**src/nci_pkg.sv**
```systemverilog
`timescale 1ns / 1ps
// ----------------------------------------------------------------------------
// nci_pkg
// Shared types and constants for the nearest centroid interval predictor.
// ----------------------------------------------------------------------------
package nci_pkg;

  localparam int FEAT_W     = 16;
  localparam int NFEAT      = 4;
  localparam int SLOT_W     = 4;
  localparam int SUP_W      = 16;
  localparam int SQ_W       = 32;
  localparam int DIST_W     = 34;
  localparam int PRED_W     = 17;
  localparam int CFG_IDX_W  = 3;
  localparam int CFG_DATA_W = 16;
  localparam int CNT_W      = 5;

  localparam logic CMD_LOAD  = 1'b0;
  localparam logic CMD_QUERY = 1'b1;

  localparam logic [CFG_IDX_W-1:0] CFG_MODE  = 3'd0;
  localparam logic [CFG_IDX_W-1:0] CFG_COUNT = 3'd1;
  localparam logic [CFG_IDX_W-1:0] CFG_ERR   = 3'd2;
  localparam logic [CFG_IDX_W-1:0] CFG_UPPER = 3'd3;
  localparam logic [CFG_IDX_W-1:0] CFG_LOWER = 3'd4;

  // positions in a stats vector
  localparam int STAT_KEY = 0;
  localparam int STAT_ERR = 1;
  localparam int STAT_UB  = 2;
  localparam int STAT_LB  = 3;

  typedef logic [NFEAT-1:0][FEAT_W-1:0] vec_t;

  typedef struct packed {
    logic                valid;
    logic                cmd;
    logic [SLOT_W-1:0]   slot;
    vec_t                feat;
    logic [SUP_W-1:0]    support;
    vec_t                stats;
    logic [FEAT_W-1:0]   target;
    logic [DIST_W-1:0]   best_dist;
    logic [SLOT_W-1:0]   best_idx;
    logic [SUP_W-1:0]    best_support;
    vec_t                best_stats;
  } item_t;

  typedef struct packed {
    logic              mode;
    logic [FEAT_W-1:0] err_mean;
    logic [FEAT_W-1:0] upper;
    logic [FEAT_W-1:0] lower;
  } glob_t;

endpackage

```
**src/nci_cell.sv**
```systemverilog
`timescale 1ns / 1ps
// ----------------------------------------------------------------------------
// nci_cell
// One cluster entry of the search chain: squares stage, then sum and compare.
// ----------------------------------------------------------------------------
module nci_cell #(
  parameter int IDX  = 0,
  parameter int DIMS = 4
) (
  input  logic           clk,
  input  logic           rst_n,
  input  logic           adv,
  input  logic           active,
  input  nci_pkg::item_t in_item,
  output nci_pkg::item_t out_item
);
  import nci_pkg::*;

  localparam bit                IN_RANGE = (IDX < (2 ** SLOT_W));
  localparam bit                FIRST    = (IDX == 0);
  localparam logic [SLOT_W-1:0] CELL_IDX = SLOT_W'(IDX);

  // entry storage, written only by load words passing this cell
  vec_t             cent_r;
  logic [SUP_W-1:0] sup_r;
  vec_t             stats_r;

  item_t                      a_item_r;
  logic [NFEAT-1:0][SQ_W-1:0] a_sq_r, a_sq_nxt;
  logic [SUP_W-1:0]           a_sup_r;
  vec_t                       a_stats_r;
  item_t                      b_item_r, b_item_nxt;

  logic                    hit;
  logic signed [FEAT_W:0]  diff  [NFEAT];
  logic signed [2*FEAT_W+1:0] prod [NFEAT];
  logic [DIST_W-1:0]       sq_sum;
  logic                    take;

  assign hit = IN_RANGE && in_item.valid && (in_item.cmd == CMD_LOAD) &&
               (in_item.slot == CELL_IDX);

  always_comb begin
    for (int d = 0; d < NFEAT; d++) begin
      diff[d] = $signed({in_item.feat[d][FEAT_W-1], in_item.feat[d]}) -
                $signed({cent_r[d][FEAT_W-1], cent_r[d]});
      prod[d] = diff[d] * diff[d];
      a_sq_nxt[d] = (d < DIMS) ? prod[d][SQ_W-1:0] : '0;
    end
  end

  always_ff @(posedge clk) begin
    if (adv && hit) begin
      cent_r  <= in_item.feat;
      sup_r   <= in_item.support;
      stats_r <= in_item.stats;
    end
  end

  always_ff @(posedge clk) begin
    if (!rst_n) begin
      a_item_r.valid <= 1'b0;
    end else if (adv) begin
      a_item_r  <= in_item;
      a_sq_r    <= a_sq_nxt;
      a_sup_r   <= sup_r;
      a_stats_r <= stats_r;
    end
  end

  always_comb begin
    sq_sum = DIST_W'(a_sq_r[0]) + DIST_W'(a_sq_r[1]) +
             DIST_W'(a_sq_r[2]) + DIST_W'(a_sq_r[3]);
    take = a_item_r.valid && (a_item_r.cmd == CMD_QUERY) && active &&
           (FIRST || (sq_sum < a_item_r.best_dist));
    b_item_nxt = a_item_r;
    if (take) begin
      b_item_nxt.best_dist    = sq_sum;
      b_item_nxt.best_idx     = CELL_IDX;
      b_item_nxt.best_support = a_sup_r;
      b_item_nxt.best_stats   = a_stats_r;
    end
  end

  always_ff @(posedge clk) begin
    if (!rst_n) begin
      b_item_r.valid <= 1'b0;
    end else if (adv) begin
      b_item_r <= b_item_nxt;
    end
  end

  assign out_item = b_item_r;

endmodule

```
**config.mk**
```make
export PLATFORM = sky130hd
export DESIGN_NAME = nci_cell
export DESIGN_NICKNAME = d
export VERILOG_FILES = /design/src/nci_pkg.sv /design/src/nci_cell.sv
export SDC_FILE = /design/constraint.sdc
export NUM_CORES = 2
export LEC_CHECK = 0
export BUFFER_PORTS_ARGS = -buffer_cell sky130_fd_sc_hd__buf_4
export CAP_MARGIN = 0
export CORE_MARGIN = 2
export CORE_UTILIZATION = 60
export DETAILED_ROUTE_END_ITERATION = 16
export GPL_ROUTABILITY_DRIVEN = 0
export PLACE_DENSITY_LB_ADDON = 0.1
export SLEW_MARGIN = 10
export SYNTH_ARGS = -nofsm -noshare
export SYNTH_HDL_FRONTEND = slang
export SYNTH_SLANG_ARGS = --single-unit
```
**constraint.sdc**
```tcl
create_clock -name clk -period 38 [get_ports clk]
set_input_delay 0 -clock clk [delete_from_list [all_inputs] [get_ports clk]]
set_output_delay 0 -clock clk [all_outputs]
set_load 0.01 [all_outputs]
```
# --- After elaboration in Yosys (flattened, before gate mapping) ---
# Cells that the tools add are included.
op_classes:
  add_sub_neg: 7
  mul: 4
  muxes: 1
  bitwise: 1
  n_reduce_logical: 7
ops:
  columns: ["cell", "n"]
  rows:
  - ["$mul A17 B17 Y32", 4]
  - ["$mux W118", 1]
  - ["$sub A16 B16 Y17", 4]
  - ["$add A33 B32 Y34", 1]
  - ["$add A34 B32 Y34", 1]
  - ["$add A32 B32 Y33", 1]
  - ["$logic_and A1 B1 Y1", 5]
  - ["$logic_not A4 Y1", 1]
  - ["$reduce_and A2 Y1", 1]
  - ["$not A1 Y1", 1]
totals:
  reg_bits: 920
  inputBits: 288
  output_inout_bits: 284
  elab_cells: 78

# --- Logic depth before layout (Yosys ltp) ---
depth:
  ltp_word: 4
  depth_mapped: 37
  ltp_nobuf: 36

# --- Worst setup path before layout ---
# Ideal clock, no wire load.
synth_timing:
  path_kind: "input-to-reg"
  startpoint: "input adv"
  endpoint: "register a_item_r[0] in the netlist's numbering, enable pin"
  setup_time_ps: 1236
  arrival_time_ps: 17242
  required_time_ps: 36764
  path_slack_ps: 19523
  stages: 1
  n_path_buf: 0
  cell_sequence: "and2_1"
synth_via:
  elab_chain_len: 1
synth_rtl:
  columns: ["element", "line_no", "text"]
  rows:
  - ["start: declaration", "nci_cell.sv:12", "input logic adv,"]
  - ["$reduce_and A2 Y1 (no source line)", null, null]
  - ["end signal: assignment", "nci_cell.sv:64", "a_item_r <= in_item;"]
  - ["end: declaration", "nci_cell.sv:28", "item_t a_item_r;"]
# Every way passes these cells.
# A chain may end at the register's enable or synchronous reset.

==> flow_summary.yaml <==
status:
  status: "complete, no violations"
yosys:
  synth_edf_count: 914
  synth_cell_type_count: 86
  synth_top_area_share: 0.3851
  async_flop_share: 0
  synth.avg_cell_area_um2: 11.90
  ys_seq_area_frac: 0.3857
  syn_area_um2: 71260
  ys_warn_count: 0
  synthTopCellsByArea: "edfxtp_1 (39%), fa_1 (31%), inv_1 (7.3%)"
  ys_ff_latch: 916
  ys.flop_type: "edfxtp_1"
  yosysTopAreaCell: "edfxtp_1"
  synth_cells: 5987
detailed_routing:
  dr_wl_met3_um: 11550
  avgRoutedWirePerCell_um: 20.52
  drt_iter0_drc: 3059
  drc_errors: 0
  wl_met1_um: 67650
  routed_wl_um: 175900
  postRouteAntennaNets: 0
  vias: 45856
  vias_per_cell: 5.351
  dr.pass1.iters: 5
  top_layer: "met5"
  wl_met2_um: 87240
cts:
  htree_levels: 3
  clock-root-buffer: "clkbuf_16"
  clk-insertion-delay-late_ns: 0.71
  clkSinkCount: 916
  cts_tree: "yes"
  clock_path_buffers: 3
  post_cts_resized: 0
  clk_pin_slew_ns: 0.07
  cts_setup_buffers: 0
  cts-buffers-inserted: 97
critical_path:
  reg2reg_depth: 33
  end_kind: "flip-flop"
  slowest_stage: "xnor2_1"
  worstPathArrival_ns: 9.91
  crit_path_start_kind: "flip-flop"
  required_ns: 38.41
  cpPeakStageDelay_ns: 0.98
  crit_type: "reg -> reg"
  critPathMaxFanout: 11
final_layout:
  final_area_um2: 84000
  drive_above_1_share: 0.1175
  fill_cells: 8256
  nets: 8734
  syn_to_final_growth_pct: 17.87
timing:
  fin_crit_sh: 0.2499
  period_minus_slack_ns: 9.495
  finClkSkew_ns: 0.06969
  max_freq_mhz: 105.3
  setup_ws_ns: 28.50
  final_max_slew_viol_count: 0
  hold_viol: 0
  rsz0062_at_grt: "no"
  slew-limit-headroom: 0.1449
  worst_slew_pin_slew_ns: 1.273
  setup-violations-final: 0
  whs_ns: 0.03082
  tns_ns: 0
global_routing:
  grt.overflow.total: 0
  grt_start_max_net_pins: 194
  grt_usage: 0.2999
  grt_pass1_wl_um: 277300
  antenna_found_initial: 25
  grt_pass1_vias: 49465
die:
  coreArea_um2: 117900
  io-pin-count: 572
  floorplan.initialDensity: 0.6043
  dieArea_um2: 121500
  row_count: 126
  die_w_um: 348.6
  die_y_um: 348.6
min_path:
  hp-class: "in -> reg"
  holdPathStages: 2
place:
  numPortBuffers: 571
  post_dp_cell_area_um2: 77530
  dp_hpwl_um: 133900
  pre_cts_slack_ns: 28.61
flow_run:
  maxCapViolCount: 0
==> worst paths after layout <==
kind	from	slack, ns	endpoint
min reg2reg	a_item_r[139]$_DFFE_PP_	0.37	out_item[139]$_DFFE_PP_
max	cent_r[16]$_DFFE_PP_	28.50	a_sq_r[62]$_DFFE_PP_
max reg2reg	cent_r[16]$_DFFE_PP_	28.50	a_sq_r[62]$_DFFE_PP_
min	in_item[101]	0.03	a_item_r[101]$_DFFE_PP_
==> timing repair <==
action	in CTS	in global routing
hold endpoints to repair	459	0
setup endpoints to repair	0	0
hold buffers	335	0
==> flip-flops by register name, indices dropped and copies added, names as in the netlist <==
| register | count |
|---|---|
| sup_r | 16 |
| a_sup_r | 16 |
| out_item | 284 |
| a_sq_r | 124 |
| stats_r | 64 |
| cent_r | 64 |
| a_item_r | 284 |
| a_stats_r | 64 |
==> cell usage after synthesis, drive strengths merged, types with 4 or more instances <==
cell / n
nor2b: 30
fa: 1094
nand4: 7
a21boi: 4
nor3b: 5
nand2: 644
and4: 4
a31oi: 11
nor3: 47
o21a: 34
a221oi: 5
o211ai: 6
clkinv: 6
nor2: 445
and2: 13
o41ai: 6
nand3b: 4
and3: 16
or3: 13
a211oi: 19
o31a: 8
nand3: 29
xnor2: 186
o2111ai: 9
o31ai: 15
ha: 413
a21o: 70
nand2b: 21
o21ai: 107
clkbuf: 102
edfxtp: 914
buf: 10
a21oi: 126
o21bai: 29
or2: 9
inv: 1403
a31o: 4
xor2: 63
a211o: 9
==> cell type report <==
type / instances / area (um2) / share of cell area
multi-input combinational: 3551 / 38080 / 0.4534
timing repair buffer: 964 / 8100 / 0.09643
clock inverter: 59 / 569.3 / 0.006777
clock buffer: 116 / 2499 / 0.02975
sequential: 916 / 27490 / 0.3272
antenna: 19 / 47.55 / 0.0005660
inverter: 1409 / 5291 / 0.06299
tap: 1536 / 1922 / 0.02288
==> kinds of logic (layout without fill, tap and decap cells) <==
family                     count (synthesis)  count (layout)  share of synthesized area
DFF                                      916             916                     0.3857
muxes                                      4               4                  0.0005794
and+or+nand+nor                         1295            1295                    0.07495
other                                      2              22                  0.0001054
AOI/OAI and AO/OA                        493             493                    0.04660
xor gates and xnor gates                 249             249                    0.03192
buffers and inverters                   1521            2548                    0.08032
adders and majority gates               1507            1507                     0.3798
==> through the flow <==
step                      utilization  instances
after detailed placement       0.6575       8041
after floorplan                     -       5988
final                          0.7123       8570
after global routing           0.7122       8564
after CTS                      0.7119       8551
after global placement         0.6575       8041
==> routing by layer <==
metal / GRT usage / vias up
met5: 0 / -
met4: 0.1366 / 8
met3: 0.04770 / 403
met2: 0.5070 / 1594
met1: 0.3837 / 23182
li1: - / 20669
==> worst max-delay path, delay by kind of cell, from the launching register on <==
family	cells	cell delay (ns)
DFF	1	0.37
buffers and inverters	7	0.94
AOI/OAI and AO/OA	9	2.06
adders and majority gates	9	3.92
xor gates and xnor gates	2	1.07
and+or+nand+nor	6	0.85
==> cells in the final DEF (no fill, tap or decap), drive strengths merged, types with 13 or more instances in the layout <==
| master | count |
|---|---|
| inv | 1406 |
| fa | 1094 |
| edfxtp | 914 |
| nand2 | 644 |
| buf | 629 |
| nor2 | 445 |
| ha | 413 |
| dlygate4sd3 | 335 |
| xnor2 | 186 |
| a21oi | 126 |
| clkbuf | 116 |
| o21ai | 107 |
| a21o | 70 |
| xor2 | 63 |
| clkinv | 53 |
| nor3 | 47 |
| o21a | 34 |
| nor2b | 30 |
| o21bai | 29 |
| nand3 | 29 |
| nand2b | 21 |
| diode | 19 |
| a211oi | 19 |
| and3 | 16 |
| o31ai | 15 |
| or3 | 13 |
| and2 | 13 |
Power is left out: the tool's default activity adds up to more than one toggle a clock period on the data nets, which glitch-free logic cannot reach.
