File: config.mk
export PLATFORM = sky130hd
export DESIGN_NAME = nci_finish
export DESIGN_NICKNAME = d
export VERILOG_FILES = /design/src/nci_pkg.sv /design/src/nci_finish.sv
export SDC_FILE = /design/constraint.sdc
export NUM_CORES = 1
export LEC_CHECK = 0
export ABC_AREA = 1
export BUFFER_PORTS_ARGS = -buffer_cell sky130_fd_sc_hd__buf_2
export CORE_AREA = 5 5 158 160
export DETAILED_ROUTE_END_ITERATION = 8
export DIE_AREA = 0 0 163 165
export SKIP_LAST_GASP = 1
export SLEW_MARGIN = 20
export SYNTH_ARGS = -nofsm -noshare
export SYNTH_HDL_FRONTEND = slang
export SYNTH_SLANG_ARGS = --single-unit
export TNS_END_PERCENT = 1
File: constraint.sdc
create_clock -name clk -period 4.1 [get_ports clk]
set_input_delay 0.205 -clock clk [delete_from_list [all_inputs] [get_ports clk]]
set_output_delay 0.205 -clock clk [all_outputs]
set_load 0.1 [all_outputs]
File: src/nci_pkg.sv
`timescale 1ns / 1ps
// ----------------------------------------------------------------------------
// nci_pkg
// Shared types and constants for the nearest centroid interval predictor.
// ----------------------------------------------------------------------------
package nci_pkg;

  localparam int FEAT_W     = 16;
  localparam int NFEAT      = 4;
  localparam int SLOT_W     = 4;
  localparam int SUP_W      = 16;
  localparam int SQ_W       = 32;
  localparam int DIST_W     = 34;
  localparam int PRED_W     = 17;
  localparam int CFG_IDX_W  = 3;
  localparam int CFG_DATA_W = 16;
  localparam int CNT_W      = 5;

  localparam logic CMD_LOAD  = 1'b0;
  localparam logic CMD_QUERY = 1'b1;

  localparam logic [CFG_IDX_W-1:0] CFG_MODE  = 3'd0;
  localparam logic [CFG_IDX_W-1:0] CFG_COUNT = 3'd1;
  localparam logic [CFG_IDX_W-1:0] CFG_ERR   = 3'd2;
  localparam logic [CFG_IDX_W-1:0] CFG_UPPER = 3'd3;
  localparam logic [CFG_IDX_W-1:0] CFG_LOWER = 3'd4;

  // positions in a stats vector
  localparam int STAT_KEY = 0;
  localparam int STAT_ERR = 1;
  localparam int STAT_UB  = 2;
  localparam int STAT_LB  = 3;

  typedef logic [NFEAT-1:0][FEAT_W-1:0] vec_t;

  typedef struct packed {
    logic                valid;
    logic                cmd;
    logic [SLOT_W-1:0]   slot;
    vec_t                feat;
    logic [SUP_W-1:0]    support;
    vec_t                stats;
    logic [FEAT_W-1:0]   target;
    logic [DIST_W-1:0]   best_dist;
    logic [SLOT_W-1:0]   best_idx;
    logic [SUP_W-1:0]    best_support;
    vec_t                best_stats;
  } item_t;

  typedef struct packed {
    logic              mode;
    logic [FEAT_W-1:0] err_mean;
    logic [FEAT_W-1:0] upper;
    logic [FEAT_W-1:0] lower;
  } glob_t;

endpackage

File: src/nci_finish.sv
`timescale 1ns / 1ps
// ----------------------------------------------------------------------------
// nci_finish
// Output stage: interval predictions, coverage flag and result register.
// ----------------------------------------------------------------------------
module nci_finish (
  input  logic                              clk,
  input  logic                              rst_n,
  input  logic                              adv,
  input  nci_pkg::item_t                    in_item,
  input  nci_pkg::glob_t                    glob,
  output logic                              out_valid,
  output logic [nci_pkg::SLOT_W-1:0]        out_nearest_cluster,
  output logic [nci_pkg::SUP_W-1:0]         out_cluster_support,
  output logic signed [nci_pkg::PRED_W-1:0] out_low_prediction,
  output logic signed [nci_pkg::PRED_W-1:0] out_mid_prediction,
  output logic signed [nci_pkg::PRED_W-1:0] out_high_prediction,
  output logic                              out_target_covered
);
  import nci_pkg::*;

  logic                     valid_r;
  logic [SLOT_W-1:0]        idx_r;
  logic [SUP_W-1:0]         sup_r;
  logic signed [PRED_W-1:0] lo_r, mid_r, hi_r;
  logic                     cov_r;

  logic [FEAT_W-1:0]        em, ub, lb, key;
  logic signed [PRED_W-1:0] lo_nxt, mid_nxt, hi_nxt, tgt;
  logic                     cov_nxt;

  always_comb begin
    key = in_item.best_stats[STAT_KEY];
    if (glob.mode) begin
      em = glob.err_mean;
      ub = glob.upper;
      lb = glob.lower;
    end else begin
      em = in_item.best_stats[STAT_ERR];
      ub = in_item.best_stats[STAT_UB];
      lb = in_item.best_stats[STAT_LB];
    end
    lo_nxt  = $signed({key[FEAT_W-1], key}) - $signed({ub[FEAT_W-1], ub});
    mid_nxt = $signed({key[FEAT_W-1], key}) - $signed({em[FEAT_W-1], em});
    hi_nxt  = $signed({key[FEAT_W-1], key}) - $signed({lb[FEAT_W-1], lb});
    tgt     = $signed({in_item.target[FEAT_W-1], in_item.target});
    cov_nxt = (lo_nxt <= tgt) && (tgt <= hi_nxt);
  end

  always_ff @(posedge clk) begin
    if (!rst_n) begin
      valid_r <= 1'b0;
    end else if (adv) begin
      valid_r <= in_item.valid && (in_item.cmd == CMD_QUERY);
      idx_r   <= in_item.best_idx;
      sup_r   <= in_item.best_support;
      lo_r    <= lo_nxt;
      mid_r   <= mid_nxt;
      hi_r    <= hi_nxt;
      cov_r   <= cov_nxt;
    end
  end

  assign out_valid           = valid_r;
  assign out_nearest_cluster = idx_r;
  assign out_cluster_support = sup_r;
  assign out_low_prediction  = lo_r;
  assign out_mid_prediction  = mid_r;
  assign out_high_prediction = hi_r;
  assign out_target_covered  = cov_r;

endmodule

; After elaboration in Yosys (flattened, before gate mapping)
; Cells that the tools add are included.
[classes]
n_shift = 0
magnitude_cmp = 2
n_reduce_logical = 3
muxes = 3
multipliers = 0
addsub = 3
div_mod_pow = 0
n_eq_ne = 0
n_bitwise = 0
[op_table]
columns = operator, count
row1 = $sub 16x16->17, 3
row2 = $mux 16, 3
row3 = $le 16x17->1, 1
row4 = $le 17x16->1, 1
row5 = $logic_and 1x1->1, 2
row6 = $reduce_and 2->1, 1
[totals]
register_bits = 73
rom_bits = 0
ramBits = 0
in_bits = 336
memories = 0
latch_bits = 0
out_inout_bits = 73

; Longest topological paths before layout
[depth]
ltp_word = 4
ltp_mapped = 26

; Worst setup path after synthesis
; No wires, ideal clock.
[synth_path]
kind = input to register
from = input glob[48] (netlist bit)
to = register cov_r, in the netlist out_target_covered, data pin
stages = 21
t_required_ns = 3.851
setup_slack_ns = 0.928
setup_ns = 0.249
path_buffers = 3
arrival_ns = 2.923
path_cell_list = clkbuf_1 > buf_2 > buf_2 > mux2i_1 > ha_1 > a21oi_1 > nand2_1 > a21o_1 > a21oi_1 > xnor2_1 > ha_1 > nand2_1 > nand2_1 > nand2_1 > nand2_1 > a21oi_1 > nand3_1 > nand2_1 > nand2_1 > nand2_1 > inv_1
[synth_via]
elab_chain_len = 4
elab_cells_between_ends = 7
[synth_rtl]
columns = element, line
row1 = "start, declared", nci_finish.sv:11  ; input nci_pkg::glob_t glob,
row2 = $mux 16, nci_finish.sv:34  ; if (glob.mode) begin
row3 = $sub 16x16->17, nci_finish.sv:43  ; lo_nxt = $signed({key[FEAT_W-1], key}) - $signed({ub[FEAT_W-1], ub});
row4 = via lo_nxt[10], nci_finish.sv:29  ; logic signed [PRED_W-1:0] lo_nxt, mid_nxt, hi_nxt, tgt;
row5 = $le 17x16->1, nci_finish.sv:47  ; cov_nxt = (lo_nxt <= tgt) && (tgt <= hi_nxt);
row6 = $logic_and 1x1->1, nci_finish.sv:47
row7 = via cov_nxt, nci_finish.sv:30  ; logic cov_nxt;
row8 = "end signal, assigned", nci_finish.sv:60  ; cov_r <= cov_nxt;
row9 = "end, declared", nci_finish.sv:26  ; logic cov_r;
; The timed path passes the listed nets, and every way through them passes these cells.
; A chain may end at the register's enable or synchronous reset.

; Worst setup path after layout
; Same ends and word-level chain as after synthesis.

==> impl_metrics.env <==
export IMPL_status="complete, no violations"
export IMPL_cts_tree="built"
export IMPL_ant_nets=0
export IMPL_cts_root_buf="clkbuf_16"
export IMPL_synth_area_per_cell_sq_um=8.68
export IMPL_htreeDepth=3
export IMPL_slew_viol_final=0
export IMPL_critPathMaxStageDelay_ps=350
export IMPL_drv_cap=0
export IMPL_viasPerCell=4.45
export IMPL_synthTopCellsByCount="nand2_1, inv_1, ha_1"
export IMPL_grt_pass1_vias=5741
export IMPL_path_max_fanout=27
export IMPL_die_w_microns=163
export IMPL_fp_row_count=56
export IMPL_initial_core_util_pct=26.3
export IMPL_die_y_microns=165
export IMPL_final_nets=1364
export IMPL_ys_ff_latch=73
export IMPL_synth_enable_flop_cells=72
export IMPL_cts_setup_buffers=0
export IMPL_synth_main_ff_cell="edfxtp_1"
export IMPL_synth_top_area_share_pct=35.3
export IMPL_ys_seq_area_share_pct=35.7
export IMPL_critPathLaunchType="input port"
export IMPL_overflow=0
export IMPL_synth_top_area_cell="edfxtp_1"
export IMPL_finalWeightedCongestion=0.868
export IMPL_final_setup_worst_slack_ps=825
export IMPL_endpoint_kind="register"
export IMPL_min_from="in_item[71]"
export IMPL_cts_inserted_buffers=9
export IMPL_drt_wirelength_per_cell_microns=16.5
export IMPL_yosysWarnings=0
export IMPL_core_area_sq_um=23300
export IMPL_track_usage_pct=15.4
export IMPL_hold_viol_final=0
export IMPL_drive_above_1_share_pct=27.7
export IMPL_finalSetupTns_ps=0
export IMPL_yosysMostFrequentCell="nand2_1"
export IMPL_postSynthCellCount=705
export IMPL_rsz0062_at_grt="false"
export IMPL_ioPinCount=409
export IMPL_worstPathCellList="buf_2 > buf_12 > mux2i_1 > ha_1 > a21oi_1 > o21ai_0 > a21oi_1 > nand3_1 > nand2_1 > inv_1 > ha_1 > nand2_1 > inv_1 > nand2_1 > nor2_1 > nand3b_1 > nand4_1 > nand2_1 > nand2_1 > inv_1"
export IMPL_hp_class="input port to register"
export IMPL_setup_viol=0
export IMPL_worst_skew_pair_late_latency_ps=340
export IMPL_max_slew_worst_pin_slew_ps=741
export IMPL_synth_cell_type_count=33
export IMPL_fin_crit_sh_pct=79.9
export IMPL_synth_nets=1128
export IMPL_dieArea_sq_um=26900
export IMPL_async_reset_ff_share_pct=0
export IMPL_reg2reg_from="out_valid"
export IMPL_num_vias=5640
export IMPL_dp_slack_ps=468
export IMPL_grt_pass1_wl_mm=31.0
export IMPL_crit_family="simple AND/OR/NAND/NOR gates"
export IMPL_cts_sinks=73
export IMPL_drt_initial_drc_count=294
export IMPL_hold_buffers=0
export IMPL_grt_max_degree=55
export IMPL_finalCriticalPeriod_ps=3270
export IMPL_synthTopCellsByArea="edfxtp_1, ha_1, nand2_1, mux2i_1, inv_1"
export IMPL_cts_resized_gates=0
export IMPL_crit_required_ps=4210
export IMPL_power_per_cell_area_nw_per_um2=427
export IMPL_drt_drc_violations_left=0
export IMPL_critPathBufInv=5
export IMPL_maxSlewHeadroom_pct=50.6
export IMPL_startpoint="glob[48]"
export IMPL_synth_area_sq_um=6120
export IMPL_path_class="input port to register"
export IMPL_fmax_mhz=305
export IMPL_totalWireLength_mm=20.9
export IMPL_clock_path_buffers=2
export IMPL_portBuffers=226
export IMPL_dr_pass1_iters=6
export IMPL_clock_skew_ps=0
export IMPL_p_leak_nw=4.13
export IMPL_antenna_found_initial=9
export IMPL_dp_final_hpwl_mm=18.0
export IMPL_crit_slowest_cell="ha_1"
export IMPL_cpMostUsedCell="nand2_1"
export IMPL_ir_worst_vdd_mv=0.172
export IMPL_path_clk_slew_ps=70
export IMPL_arrival_ps=3390
export IMPL_syn2layout_area_growth_pct=30.4
[path summary, 6_finish.rpt]
check                                              end  depth (start not counted)  slack, ps
worst max-delay path                out_target_covered                         20        830
worst max register to register               out_valid                          2       3530
worst min register to register               out_valid                          2        500
worst min-delay path            out_cluster_support[7]                          1         30
[per-layer routing]
metal,global-route usage (%),share of wire [%],up-vias
met5,0,0.39,-
met4,2.94,1.1,14
met3,5.59,11,31
met2,24.2,43,220
met1,20.6,45,2492
li1,-,-,2883
[cells by family (layout without fill, tap and decap cells)]
family                     count (synthesis)  count (layout)  synth area share [%]
xor gates and xnor gates                  36              36                  5.15
other                                      0               1                     0
adders and majority gates                 87              87                  18.2
muxes                                     47              47                  7.75
and+or+nand+nor                          262             262                  17.8
buffers and inverters                    102             343                  6.36
DFF                                       73              73                  35.7
AOI/OAI and AO/OA                         98              98                  9.08
[placed cells by master, fill, tap and decap left out, types with 4 or more instances in the layout]
cell type and instances:
a21o_1 11, a21oi_1 56, buf_2 226, buf_4 4
clkbuf_16 9, edfxtp_1 72, ha_1 84, inv_1 91
inv_2 4, mux2i_1 44, nand2_1 163, nand2_2 4
nand3_1 38, nand4_1 10, nor2_1 36, nor3_1 5
o21ai_0 15, o21bai_1 7, xnor2_1 9, xor2_1 27
[final cells by class]
type                       instances  area (sq um)
multi-input combinational        530          3550
timing repair buffer             231          1180
sequential                        73          2180
antenna                            1          2.50
inverter                          96           360
tap                              319           399
fill                            2475         15300
clock buffer                       9           225
clock inverter                     7          82.6
[worst register-to-register path, cell delays in order (launching register included)]
cell and delay (ps):
dfxtp_1 320, nand3b_1 70, o21ai_0 70
[where the power goes]
part	internal, mW	leakage (nW)	switching, mW
clock network	0.483	0.145	0.376
logic	0.422	3.30	1.17
registers	0.938	0.682	0.0203
total	1.84	4.13	1.56
[metrics by stage]
step	std cells	area (sq um)	util [%]	hold WS [ps]	total power [mW]
floorplan	705	6120	-	304	2.19
global placement	1249	7670	33.0	382	2.55
detailed placement	1249	7670	33.0	385	2.57
CTS	1265	7980	34.3	19.2	3.45
global route	1265	7980	34.3	18.3	3.63
finish	1266	7980	34.3	28.7	3.41
[flip-flops by register name, summed over array words and instances (netlist names)]
signal	cells
out_low_prediction	17
out_mid_prediction	17
out_valid	1
out_nearest_cluster	4
out_cluster_support	16
out_high_prediction	17
out_target_covered	1
(Power assumes the default switching activity.)
